`src/sv/mfc_pkg.sv`:
```
// ----------------------------------------------------------------------------
// mfc_pkg
// Shared widths, register indexes and control types of the mirrored FIR
// convolver.
// ----------------------------------------------------------------------------
package mfc_pkg;

	localparam int MAX_SAMPLES_DEF = 64;
	localparam int MAX_TAPS_DEF    = 15;

	localparam int SAMPLE_W  = 16;
	localparam int COEF_W    = 16;
	localparam int REG_W     = 64;
	localparam int CFG_IDX_W = 3;
	localparam int RADIUS_W  = 3;
	localparam int TAP_W     = 4;
	localparam int COEF_WORDS = 4;

	localparam logic [CFG_IDX_W-1:0] REG_TAP_RADIUS = 3'd0;
	localparam logic [CFG_IDX_W-1:0] REG_COEF_A     = 3'd1;
	localparam logic [CFG_IDX_W-1:0] REG_COEF_B     = 3'd2;
	localparam logic [CFG_IDX_W-1:0] REG_COEF_C     = 3'd3;
	localparam logic [CFG_IDX_W-1:0] REG_COEF_D     = 3'd4;

	typedef logic signed [SAMPLE_W-1:0] sample_t;
	typedef logic signed [COEF_W-1:0]   coef_t;

	typedef struct packed {
		logic tap_vld;
		logic acc_clr;
	} mac_ctl_t;

endpackage

```
`src/sv/mfc_in_if.sv`:
```
// ----------------------------------------------------------------------------
// mfc_in_if
// Input stream channel: one raw sample word with its frame end mark.
// ----------------------------------------------------------------------------
interface mfc_in_if;
	import mfc_pkg::*;

	logic    valid;
	logic    ready;
	sample_t sample_in;
	logic    frame_end;

	modport source (output valid, output sample_in, output frame_end, input ready);
	modport sink   (input valid, input sample_in, input frame_end, output ready);

endinterface

```
`src/sv/mfc_out_if.sv`:
```
// ----------------------------------------------------------------------------
// mfc_out_if
// Output stream channel: one filtered word with run end and overflow flags.
// ----------------------------------------------------------------------------
interface mfc_out_if;
	import mfc_pkg::*;

	logic    valid;
	logic    ready;
	sample_t filtered;
	logic    run_end;
	logic    overflow;

	modport source (output valid, output filtered, output run_end, output overflow,
		input ready);
	modport sink   (input valid, input filtered, input run_end, input overflow,
		output ready);

endinterface

```
`src/sv/mfc_ram.sv`:
```
// ----------------------------------------------------------------------------
// mfc_ram
// Generic single write port, single read port RAM with registered read data.
// ----------------------------------------------------------------------------
module mfc_ram #(
	parameter int WIDTH = 16,
	parameter int DEPTH = 64
) (
	input  logic                     clk,
	input  logic                     we,
	input  logic [$clog2(DEPTH)-1:0] waddr,
	input  logic [WIDTH-1:0]         wdata,
	input  logic                     re,
	input  logic [$clog2(DEPTH)-1:0] raddr,
	output logic [WIDTH-1:0]         rdata
);

	logic [WIDTH-1:0] mem_q [DEPTH];

	always_ff @(posedge clk) begin
		if (we) begin
			mem_q[waddr] <= wdata;
		end
		if (re) begin
			rdata <= mem_q[raddr];
		end
	end

endmodule

```
`src/sv/mfc_mac.sv`:
```
// ----------------------------------------------------------------------------
// mfc_mac
// Shared multiply-accumulate unit with rounding and saturation of the sum.
// ----------------------------------------------------------------------------
module mfc_mac #(
	parameter int MAX_TAPS = mfc_pkg::MAX_TAPS_DEF
) (
	input  logic              clk,
	input  logic              arst_n,
	input  mfc_pkg::mac_ctl_t ctl,
	input  mfc_pkg::sample_t  sample,
	input  mfc_pkg::coef_t    coef,
	output logic              busy,
	output mfc_pkg::sample_t  result
);
	import mfc_pkg::*;

	localparam int PROD_W = SAMPLE_W + COEF_W;
	localparam int ACC_W  = PROD_W + $clog2(MAX_TAPS);

	logic signed [PROD_W-1:0] prod_s2;
	logic                     vld_s2;
	logic signed [ACC_W-1:0]  acc_q;
	logic signed [ACC_W:0]    rnd;
	logic signed [ACC_W:0]    shf;

	always_ff @(posedge clk or negedge arst_n) begin
		if (!arst_n) begin
			vld_s2 <= 1'b0;
			acc_q  <= '0;
		end else begin
			vld_s2 <= ctl.tap_vld;
			if (ctl.acc_clr) begin
				acc_q <= '0;
			end else if (vld_s2) begin
				acc_q <= acc_q + ACC_W'(prod_s2);
			end
		end
	end

	always_ff @(posedge clk) begin
		if (ctl.tap_vld) begin
			prod_s2 <= sample * coef;
		end
	end

	// Round to nearest with ties toward plus infinity, then saturate.
	always_comb begin
		rnd = {acc_q[ACC_W-1], acc_q} + (ACC_W+1)'(16384);
		shf = rnd >>> 15;
		if (shf > $signed((ACC_W+1)'(32767))) begin
			result = 16'sh7fff;
		end else if (shf < -$signed((ACC_W+1)'(32768))) begin
			result = 16'sh8000;
		end else begin
			result = shf[SAMPLE_W-1:0];
		end
	end

	assign busy = vld_s2;

endmodule

```
`src/sv/mirrored_fir_convolver_top.sv`:
```
// ----------------------------------------------------------------------------
// mirrored_fir_convolver_top
// Frame buffer with a mirrored-edge FIR filter on one shared MAC unit.
//
//   channel  | dir | handshake        | payload
//   in_ch    | in  | valid / ready    | sample_in, frame_end
//   out_ch   | out | valid / ready    | filtered, run_end, overflow
//   cfg      | in  | cfg_we           | cfg_index, cfg_data
//
// A sample word is taken whenever valid is high while the block is loading
// a frame. The word that ends a frame starts the filter pass: each output
// runs 2r+1 taps through the shared MAC, then waits in the drain state
// until the tap pipeline is empty, and input is held off until the pass ends.
// A stalled output register holds the pass; reset clears all control state
// and needs no clearing pass over the frame store.
// ----------------------------------------------------------------------------
module mirrored_fir_convolver_top #(
	parameter int MAX_SAMPLES = mfc_pkg::MAX_SAMPLES_DEF,
	parameter int MAX_TAPS    = mfc_pkg::MAX_TAPS_DEF
) (
	input  logic                           clk,
	input  logic                           arst_n,
	mfc_in_if.sink                         in_ch,
	mfc_out_if.source                      out_ch,
	input  logic                           cfg_we,
	input  logic [mfc_pkg::CFG_IDX_W-1:0]  cfg_index,
	input  logic [mfc_pkg::REG_W-1:0]      cfg_data
);
	import mfc_pkg::*;

	localparam int AW   = $clog2(MAX_SAMPLES);
	localparam int CW   = $clog2(MAX_SAMPLES + 1);
	localparam int PW   = CW + 3;
	localparam int MAXR = (MAX_TAPS - 1) / 2;

	typedef enum logic [2:0] {
		ST_IDLE  = 3'b001,
		ST_RUN   = 3'b010,
		ST_DRAIN = 3'b100
	} state_t;

	state_t                st_q;
	logic [RADIUS_W-1:0]   tap_q;
	logic [REG_W-1:0]      coef_q [COEF_WORDS];
	logic [CW-1:0]         count_q;
	logic                  dropped_q;
	logic [AW-1:0]         j_q;
	logic [TAP_W-1:0]      k_q;
	logic [RADIUS_W-1:0]   r_q;
	logic [RADIUS_W-1:0]   r_eff;
	logic                  vld_s1;
	coef_t                 coef_s1;
	coef_t                 coef_sel;
	logic [REG_W-1:0]      coef_word;
	logic                  in_acc;
	logic                  store_ok;
	logic                  last_tap;
	logic                  last_out;
	logic                  ld_out;
	logic                  issue;
	logic [AW-1:0]         rd_idx;
	logic signed [PW-1:0]  pos;
	logic signed [PW-1:0]  n_s;
	logic [SAMPLE_W-1:0]   rd_data;
	mac_ctl_t              mac_ctl;
	logic                  mac_busy;
	sample_t               mac_res;
	logic                  out_vld_q;
	sample_t               out_filtered_q;
	logic                  out_run_end_q;
	logic                  out_overflow_q;

	assign in_ch.ready = (st_q == ST_IDLE);
	assign in_acc      = in_ch.valid && in_ch.ready;
	assign store_ok    = (count_q < CW'(MAX_SAMPLES));
	assign issue       = (st_q == ST_RUN);
	assign last_tap    = (k_q == {r_q, 1'b0});
	assign last_out    = (CW'(j_q) == count_q - CW'(1));
	assign ld_out      = (st_q == ST_DRAIN) && !vld_s1 && !mac_busy
		&& (!out_vld_q || out_ch.ready);

	always_comb begin
		if (tap_q == '0) begin
			r_eff = RADIUS_W'(1);
		end else if (tap_q > RADIUS_W'(MAXR)) begin
			r_eff = RADIUS_W'(MAXR);
		end else begin
			r_eff = tap_q;
		end
	end

	always_comb begin
		coef_word = coef_q[k_q[3:2]];
		coef_sel  = coef_word[16*k_q[1:0] +: COEF_W];
	end

	// The edge sample repeats; indexes still outside a short frame are clamped.
	always_comb begin
		n_s = $signed({{(PW-CW){1'b0}}, count_q});
		pos = $signed({{(PW-AW){1'b0}}, j_q}) + $signed({{(PW-TAP_W){1'b0}}, k_q})
			- $signed({{(PW-RADIUS_W){1'b0}}, r_q});
		if (pos < 0) begin
			pos = ~pos;
		end else if (pos >= n_s) begin
			pos = (n_s <<< 1) - PW'(1) - pos;
		end
		if (pos < 0) begin
			pos = '0;
		end
		if (pos > n_s - PW'(1)) begin
			pos = n_s - PW'(1);
		end
		rd_idx = pos[AW-1:0];
	end

	always_ff @(posedge clk or negedge arst_n) begin
		if (!arst_n) begin
			tap_q <= RADIUS_W'(1);
			for (int i = 0; i < COEF_WORDS; i++) begin
				coef_q[i] <= '0;
			end
		end else if (cfg_we) begin
			case (cfg_index)
				REG_TAP_RADIUS: tap_q     <= cfg_data[RADIUS_W-1:0];
				REG_COEF_A:     coef_q[0] <= cfg_data;
				REG_COEF_B:     coef_q[1] <= cfg_data;
				REG_COEF_C:     coef_q[2] <= cfg_data;
				REG_COEF_D:     coef_q[3] <= cfg_data;
				default:        ;
			endcase
		end
	end

	always_ff @(posedge clk or negedge arst_n) begin
		if (!arst_n) begin
			st_q      <= ST_IDLE;
			count_q   <= '0;
			dropped_q <= 1'b0;
			j_q       <= '0;
			k_q       <= '0;
			r_q       <= RADIUS_W'(1);
			vld_s1    <= 1'b0;
			out_vld_q <= 1'b0;
		end else begin
			vld_s1 <= issue;
			if (ld_out) begin
				out_vld_q <= 1'b1;
			end else if (out_ch.ready) begin
				out_vld_q <= 1'b0;
			end
			case (st_q)
				ST_IDLE: begin
					if (in_acc) begin
						if (store_ok) begin
							count_q <= count_q + CW'(1);
						end else begin
							dropped_q <= 1'b1;
						end
						if (in_ch.frame_end) begin
							st_q <= ST_RUN;
							j_q  <= '0;
							k_q  <= '0;
							r_q  <= r_eff;
						end
					end
				end
				ST_RUN: begin
					if (last_tap) begin
						k_q  <= '0;
						st_q <= ST_DRAIN;
					end else begin
						k_q <= k_q + TAP_W'(1);
					end
				end
				ST_DRAIN: begin
					if (ld_out) begin
						if (last_out) begin
							st_q      <= ST_IDLE;
							count_q   <= '0;
							dropped_q <= 1'b0;
						end else begin
							j_q  <= j_q + AW'(1);
							st_q <= ST_RUN;
						end
					end
				end
				default: begin
					st_q <= ST_IDLE;
				end
			endcase
		end
	end

	always_ff @(posedge clk) begin
		if (issue) begin
			coef_s1 <= coef_sel;
		end
		if (ld_out) begin
			out_filtered_q <= mac_res;
			out_run_end_q  <= last_out;
			out_overflow_q <= dropped_q;
		end
	end

	mfc_ram #(
		.WIDTH (SAMPLE_W),
		.DEPTH (MAX_SAMPLES)
	) u_frame_store (
		.clk   (clk),
		.we    (in_acc && store_ok),
		.waddr (count_q[AW-1:0]),
		.wdata (in_ch.sample_in),
		.re    (issue),
		.raddr (rd_idx),
		.rdata (rd_data)
	);

	assign mac_ctl.tap_vld = vld_s1;
	assign mac_ctl.acc_clr = ld_out;

	mfc_mac #(
		.MAX_TAPS (MAX_TAPS)
	) u_mac (
		.clk    (clk),
		.arst_n (arst_n),
		.ctl    (mac_ctl),
		.sample ($signed(rd_data)),
		.coef   (coef_s1),
		.busy   (mac_busy),
		.result (mac_res)
	);

	assign out_ch.valid    = out_vld_q;
	assign out_ch.filtered = out_filtered_q;
	assign out_ch.run_end  = out_run_end_q;
	assign out_ch.overflow = out_overflow_q;

`ifndef SYNTHESIS
	a_count_bound: assert property (@(posedge clk) disable iff (!arst_n)
		count_q <= CW'(MAX_SAMPLES))
		else $error("Frame count exceeds the frame store depth.");

	a_drop_full: assert property (@(posedge clk) disable iff (!arst_n)
		dropped_q |-> (count_q == CW'(MAX_SAMPLES)))
		else $error("Overflow flag set while the frame store is not full.");

	a_tap_bound: assert property (@(posedge clk) disable iff (!arst_n)
		(st_q == ST_RUN) |-> (k_q <= {r_q, 1'b0}))
		else $error("Tap counter ran past the kernel width.");

	a_radius_range: assert property (@(posedge clk) disable iff (!arst_n)
		(st_q != ST_IDLE) |-> ((r_q >= RADIUS_W'(1)) && (r_q <= RADIUS_W'(MAXR))))
		else $error("Kernel radius out of range during a filter pass.");

	a_pass_nonempty: assert property (@(posedge clk) disable iff (!arst_n)
		(st_q != ST_IDLE) |-> (count_q != '0))
		else $error("Filter pass running on an empty frame.");
`endif

endmodule

```
`src/flat_wrapper.sv`:
```
// flat-port wrapper written by rule: the top's interface ports become plain ports
module mirrored_fir_convolver_top_flat import mfc_pkg::*;
#(
	parameter int MAX_SAMPLES = mfc_pkg::MAX_SAMPLES_DEF,
	parameter int MAX_TAPS    = mfc_pkg::MAX_TAPS_DEF
)
  (clk, arst_n, cfg_we, cfg_index, cfg_data, in_ch_valid, in_ch_sample_in, in_ch_frame_end, in_ch_ready, out_ch_valid, out_ch_filtered, out_ch_run_end, out_ch_overflow, out_ch_ready);
  mfc_in_if in_ch_i ();
  mfc_out_if out_ch_i ();
  input  logic clk;
  input  logic arst_n;
  input  logic cfg_we;
  input  logic [mfc_pkg::CFG_IDX_W-1:0] cfg_index;
  input  logic [mfc_pkg::REG_W-1:0] cfg_data;
  input wire logic [$bits(in_ch_i.valid)-1:0] in_ch_valid;
  input wire logic [$bits(in_ch_i.sample_in)-1:0] in_ch_sample_in;
  input wire logic [$bits(in_ch_i.frame_end)-1:0] in_ch_frame_end;
  output wire logic [$bits(in_ch_i.ready)-1:0] in_ch_ready;
  output wire logic [$bits(out_ch_i.valid)-1:0] out_ch_valid;
  output wire logic [$bits(out_ch_i.filtered)-1:0] out_ch_filtered;
  output wire logic [$bits(out_ch_i.run_end)-1:0] out_ch_run_end;
  output wire logic [$bits(out_ch_i.overflow)-1:0] out_ch_overflow;
  input wire logic [$bits(out_ch_i.ready)-1:0] out_ch_ready;
  assign in_ch_i.valid = in_ch_valid;
  assign in_ch_i.sample_in = in_ch_sample_in;
  assign in_ch_i.frame_end = in_ch_frame_end;
  assign in_ch_ready = in_ch_i.ready;
  assign out_ch_valid = out_ch_i.valid;
  assign out_ch_filtered = out_ch_i.filtered;
  assign out_ch_run_end = out_ch_i.run_end;
  assign out_ch_overflow = out_ch_i.overflow;
  assign out_ch_i.ready = out_ch_ready;
  mirrored_fir_convolver_top #(.MAX_SAMPLES(MAX_SAMPLES), .MAX_TAPS(MAX_TAPS)) u_core (.clk(clk), .arst_n(arst_n), .in_ch(in_ch_i), .out_ch(out_ch_i), .cfg_we(cfg_we), .cfg_index(cfg_index), .cfg_data(cfg_data));
endmodule
```
`config.mk`:
```
export PLATFORM = sky130hd
export DESIGN_NAME = mirrored_fir_convolver_top_flat
export DESIGN_NICKNAME = d
export VERILOG_FILES = /design/src/sv/mfc_pkg.sv /design/src/sv/mfc_in_if.sv /design/src/sv/mfc_out_if.sv /design/src/sv/mfc_ram.sv /design/src/sv/mfc_mac.sv /design/src/sv/mirrored_fir_convolver_top.sv /design/src/flat_wrapper.sv
export SDC_FILE = /design/constraint.sdc
export NUM_CORES = 2
export LEC_CHECK = 0
export BUFFER_PORTS_ARGS = -buffer_cell sky130_fd_sc_hd__buf_2
export CORE_MARGIN = 2
export CORE_UTILIZATION = 29
export DETAILED_ROUTE_END_ITERATION = 12
export HOLD_SLACK_MARGIN = 0.03
export SLEW_MARGIN = 20
export SYNTH_ARGS = -nofsm -noshare
export SYNTH_HDL_FRONTEND = slang
export SYNTH_HIERARCHICAL = 1
export SYNTH_SLANG_ARGS = --single-unit
export TNS_END_PERCENT = 5
```
`constraint.sdc`:
```
create_clock -name clk -period 7.5 [get_ports clk]
set_input_delay 0.75 -clock clk [delete_from_list [all_inputs] [get_ports clk]]
set_output_delay 0.75 -clock clk [all_outputs]
set_load 0.005 [all_outputs]
```
Yosys cells after proc, flatten, opt, wreduce, memory -nomap -nowiden --
Memories as Yosys holds them, arrays and structs flattened. A register that Yosys moved wholly into a read port is not among the register bits. Cells that the tools add are included.
Storage, ports and cells: register bits 388, RAM bits 1024, bits of input ports 89, output and inout bits 20, word-level logic and storage cells 129, memories kept 1
Cells by class: add/sub/neg operators 11, $mul 1, $lt $le $gt $ge 9, eq/ne operators 17, shifts and indexed selects 1, muxes and demuxes 41, bitwise operators 2, reduce and logical (&&, ||, !) cells 26
Memories:
- u_core.u_frame_store.mem_q | words 64, width 16, read ports 1, clocked after memory_dff 1, wr ports 1, line mfc_ram.sv:18 | logic [WIDTH-1:0] mem_q [DEPTH];
Operators by type and width (count):
- $bmux W64 S2 | 1
- $mux W64 | 2
- $mux W36 | 2
- $shiftx A64 B7 Y16 | 1
- $add A36 B16 Y37 const B | 1
- $add A36 B32 Y36 | 1
- $mul A16 B16 Y32 | 1
- $mux W10 | 3
- $mux W6 | 5
- $mux W7 | 4
- $gt A22 B16 Y1 const B | 1
- $lt A22 B16 Y1 const B | 1
- $mux W3 | 6
- $mux W16 | 1
- $reduce_and A5 Y1 | 3
- $pmux W7 S2 | 1
- $mux W4 | 3
- $pmux W6 S2 | 1
- $gt A10 B8 Y1 | 1
- $lt A10 B1 Y1 const B | 1
- $ne A2 B2 Y1 const B | 5
- $not A8 Y10 | 1
- $reduce_and A2 Y1 | 5
- $sub A9 B8 Y10 | 1
- 32 further kinds | 56

Longest topological paths before layout --
depth after elaboration 9, mapped depth 41, gate-level depth less buffers 35

Hierarchy --
Netlist, hierarchy kept.
By module, submodules not included:
- mfc_ram | times used 1, cells an instance 1829, area each 40202.3 µm², seq. area each 31230.0 µm²
- mirrored_fir_convolver_top | times used 1, cells an instance 1045, area each 15497.4 µm², seq. area each 8156.6 µm²
- mfc_mac | times used 1, cells an instance 1570, area each 14503.9 µm², seq. area each 1886.8 µm²

Least setup slack after synthesis --
No wires, ideal clock.
path kind reg2reg, from register u_core.k_q[0], to register u_core.u_frame_store.rdata[0], read port of u_core.u_frame_store.mem_q, data pin, library setup time 0.279 ns, data arrival time 7.436 ns, required time 7.221 ns, path slack -0.215 ns, stages on the path, launching flop included 37, path buffers 3, period minus slack after synthesis 7.715 ns, cells stage by stage dfrtp_1 buf_1 inv_1 ha_1 inv_1 ha_1 inv_1 fa_1 nand2b_1 nand2b_1 a21o_1 xor2_1 inv_1 ha_1 a21oi_1 o21ai_0 maj3_1 o2111ai_2 o211ai_4 nor2_1 nor2_1 ha_1 nor2b_1 o21a_1 o21a_1 o21a_1 o21a_1 o21a_1 o41ai_1 o21a_4 mux2_4 buf_2 clkbuf_1 mux4_2 mux2_2 a221oi_1 a311oi_1
On the way: longest elaborated chain between the ends 9, elaborated cells on any way between the ends 12, classes of those cells add/sub: 3; order compare: 4; mux: 4; bitwise: 1
RTL lines:
- from (decl) | line mirrored_fir_convolver_top.sv:48 | logic [TAP_W-1:0] k_q;
- from (signal assigned) | line mirrored_fir_convolver_top.sv:172 | k_q <= k_q + TAP_W'(1);
- $add A6 B4 Y7 * | line mirrored_fir_convolver_top.sv:100 | pos = $signed({{(PW-AW){1'b0}}, j_q}) + $signed({{(PW-TAP_W){1'b0}}, k_q})
- $sub A7 B3 Y8 * | line mirrored_fir_convolver_top.sv:101 | - $signed({{(PW-RADIUS_W){1'b0}}, r_q});
- $sub A9 B8 Y10 / $ge A8 B8 Y1 (equally long branches) | line mirrored_fir_convolver_top.sv:105, mirrored_fir_convolver_top.sv:104
- $mux W10 | line mirrored_fir_convolver_top.sv:104 | end else if (pos >= n_s) begin
- $mux W10 * | line mirrored_fir_convolver_top.sv:102 | if (pos < 0) begin
- $lt A10 B1 Y1 | line mirrored_fir_convolver_top.sv:107 | if (pos < 0) begin
- $mux W10 * | line mirrored_fir_convolver_top.sv:107
- $gt A10 B8 Y1 | line mirrored_fir_convolver_top.sv:110 | if (pos > n_s - PW'(1)) begin
- $mux W6 * | line mirrored_fir_convolver_top.sv:110
- via u_core.pos[2] | line mirrored_fir_convolver_top.sv:62 | logic signed [PW-1:0] pos;
- to (decl) | line mfc_ram.sv:15 | output logic [WIDTH-1:0] rdata
The timed path passes the listed nets; every way through them passes the cells marked *. A chain may end at the register's enable or synchronous reset.

Worst setup path in the final report --
from register u_core.k_q[1], to register u_core.u_frame_store.rdata[11], read port of u_core.u_frame_store.mem_q, data pin
The elaborated chain is that of the path after synthesis.

==> impl_metrics.tcl <==
set metrics [dict create \
    initial_core_util_pct 29.2 \
    grt_pass1_vias 41600 \
    drc 0 \
    fmax_mhz 132 \
    crit_type "register to register" \
    gr-usage-all-layers_pct 14.6 \
    grt_overflow 0 \
    cp.required_ns 8.12 \
    netlist.area_leader.share_pct 47.3 \
    crit_top_cell "o21a_1" \
    htree_levels 4 \
    area_growth_pct 17.5 \
    maxSlewHeadroom_pct 23.5 \
    postPlaceCellArea_mm2 0.0766 \
    synth_area_leader_cell "edfxtp_1" \
    hold_slack_ns 0.218 \
    cp-endpoint "u_core/u_frame_store/rdata[11]" \
    ys_ff_latch 1428 \
    port_buffers 108 \
    cts_tree "yes" \
    fp.coreArea_mm2 0.241 \
    rsz0062_at_grt "yes" \
    antenna_left 0 \
    dp.cells 7853 \
    first_iter_violations 3495 \
    fin_ws_ns -0.0963 \
    finalCritPeriodShare_pct 101 \
    dieArea_mm2 0.246 \
    die_h_um 496 \
    vias 39600 \
    clk_latency_ns 0.82 \
    gp_congestion 0.847 \
    hpwlAfterDp_mm 120 \
    grt_pass1_wl_mm 271 \
    grt_use_met2_pct 24.0 \
    ios 109 \
    yosysUniqueCellTypes 110 \
    clock_path_buffers 3 \
    crit_arrival_ns 8.22 \
    outcome "finished with violations" \
    cts_root_buf "clkbuf_16" \
    synth_ff_type "edfxtp_1" \
    worstMarginPinSlew_ns 1.14 \
    r2r_slack_ns -0.1 \
    final_cells 8155 \
    synth.avg_cell_area_um2 15.8 \
    r2r-start "u_core/k_q[1]" \
    hold_class "primary input to register" \
    die_x_um 496 \
    endpoint_kind "register" \
    syn_area_mm2 0.0702 \
    nets 5348 \
    synth_cells 4444 \
    syn_nets 4952 \
    maxSlewViolCount 0 \
    start_kind "register" \
    routedWlPerCell_um 22.2 \
    r2r_end "u_core/u_frame_store/rdata[11]" \
    final_area_mm2 0.0825 \
    num_rows 180 \
    grt_max_degree 150 \
    failed_checks "negative setup slack" \
    top_usage_layer "met2" \
    clk_pin_slew_ns 0.06 \
    wl_mm 181 \
    fillers 23000 \
    r2r_cells 32 \
    ys_async_sr_fraction_pct 22.5 \
    setup_violations 16 \
    hold_viol 0 \
    synth_edf_count 1106 \
    drive_gt1_share_pct 28.7 \
    gr-usage-met3_pct 2.97 \
    crit_start "u_core/k_q[1]" \
    yosys-top-cells-area "edfxtp_1 (47%), dfrtp_1 (11%), mux4_2 (9.6%)" \
    ys_seq_area_share_pct 58.8 \
    post-route-min-period_ns 7.60 \
    max_stage_delay_ns 0.59 \
    antenna_found_initial 33 \
    maxCapViolations 0 \
    vias_per_cell 4.85 \
    first_pass_iters 6 \
    clock-sinks 1428 \
    crit_fanout 12 \
    fin_skew_ns 0.0824 \
    globalRouteMet1Util_pct 19.2 \
    crit_path_top_delay_cell "fa_1" \
    cts_buffers 150 \
    ys_warn_count 6 \
]
[cells in the mapped netlist, types with 21 or more instances]
cell / number
edfxtp_1: 1106
inv_1: 361
dfrtp_1: 319
mux4_2: 300
mux2_2: 286
fa_1: 266
nand2_1: 256
nor2_1: 163
ha_1: 153
and2_1: 118
clkbuf_1: 116
mux2i_1: 104
a21oi_1: 84
o21ai_0: 72
xnor2_1: 63
nand3_1: 52
nor2b_1: 47
buf_2: 41
a22oi_1: 40
xor2_1: 33
nand2b_1: 32
a21o_1: 25
nand4_1: 23
buf_6: 21
[worst max-delay path: cells and delay by family, from the launching register on]
family	cells	cell delay (ns)
AND/OR/NAND/NOR	2	0.20
adder cells (fa/ha/maj)	4	1.36
AO/OA/AOI/OAI	17	3.70
flip-flops	1	0.40
buffers and inverters	6	0.90
multiplexers	3	0.82
[per-layer routing]
metal | wire length, um | vias up
met5 | 131 | -
met4 | 6260 | 24
met2 | 87400 | 1111
met1 | 76700 | 20800
li1 | - | 17300
met3 | 10700 | 326
[flip-flops by register name (all words and copies together), names as in the netlist, 3 cells and up]
signal and count:
u_core/k_q 4, u_core/tap_q 3, u_core/j_q 6, u_core/u_frame_store/rdata 16, u_core/u_mac/prod_s2 32, u_core/coef_s1 16
u_core/coef_q 256, u_core/u_mac/acc_q 36, u_core/r_q 3, u_core/out_ch.filtered 16, u_core/u_frame_store/mem_q 1024, u_core/count_q 7
u_core/st_q 3
[worst min path at each step]
stage | startpoint | to | cells after the start
after floorplan | u_core/dropped_q | u_core/out_ch.overflow | 0
after global placement | u_core/dropped_q | u_core/out_ch.overflow | 0
after detailed placement | u_core/dropped_q | u_core/out_ch.overflow | 0
after CTS | arst_n | u_core/u_mac/acc_q[34] | 1
after global routing | cfg_data[13] | u_core/coef_q[77] | 2
final | cfg_data[29] | u_core/coef_q[93] | 2
[timing repair]
action,CTS,global route
endpoints found under the hold margin,0,28
resized for setup,57,71
cloned,5,2
pin swaps,16,47
setup endpoints to repair,16,16
setup buffers,9,10
hold buffers,0,1
[stage by stage]
stage,setup slack [ns],utilization [%],setup TNS (ns)
after floorplan,0.0170,-,0
final,-0.0963,34.3,-0.807
after global placement,-0.952,31.8,-9.96
after global routing,-0.366,34.3,-5.13
after CTS,0.00335,34.1,0
after detailed placement,-0.820,31.8,-7.96
[logic make-up (layout without fill, tap and decap cells)]
family          count (synthesis)  count (layout)  synth area share (%)
simple gates                  789             789                  5.67
buf+inv                       576            1092                  3.62
xor+xnor                       99              99                  1.29
flops                        1428            1428                  58.8
fa+ha+maj                     420             420                  10.3
mux                           699             700                  15.9
other cells                     0               9                     0
compound gates                433             433                  4.35
[layout by cell type, fill, tap and decap left out, drive strengths merged, types with 11 or more instances in the layout]
cell and instances:
o21a 17, nand3 53, a211oi 21, xor2 33
and2 118, clkinv 60, buf 452, mux4 304
a221oi 18, bufinv 11, a31oi 23, xnor2 63
inv 370, nor2b 47, nor3 17, mux2 292
dfrtp 319, edfxtp 1106, nand4 24, a311oi 11
fa 266, mux2i 104, nand2b 32, a211o 11
nand2 258, ha 153, and4 12, o21ai 91
and3 15, a21o 25, clkbuf 193, a22oi 40
nor2 168, a21oi 89
[cell type report]
class                           count  area [um2]  share of cell area (%)
Sequential cell                  1428       41300                    50.0
Multi-Input combinational cell   2441       27100                    32.8
Clock buffer                      192        4000                    4.85
Tap cell                         3185        3990                    4.83
Timing Repair Buffer              454        3800                    4.61
Inverter                          365        1370                    1.66
Clock inverter                     81         951                    1.15
Antenna cell                        9        22.5                  0.0273
Power is left out: the tool's default activity adds up to more than one toggle a clock period on the data nets, which glitch-free logic cannot reach.
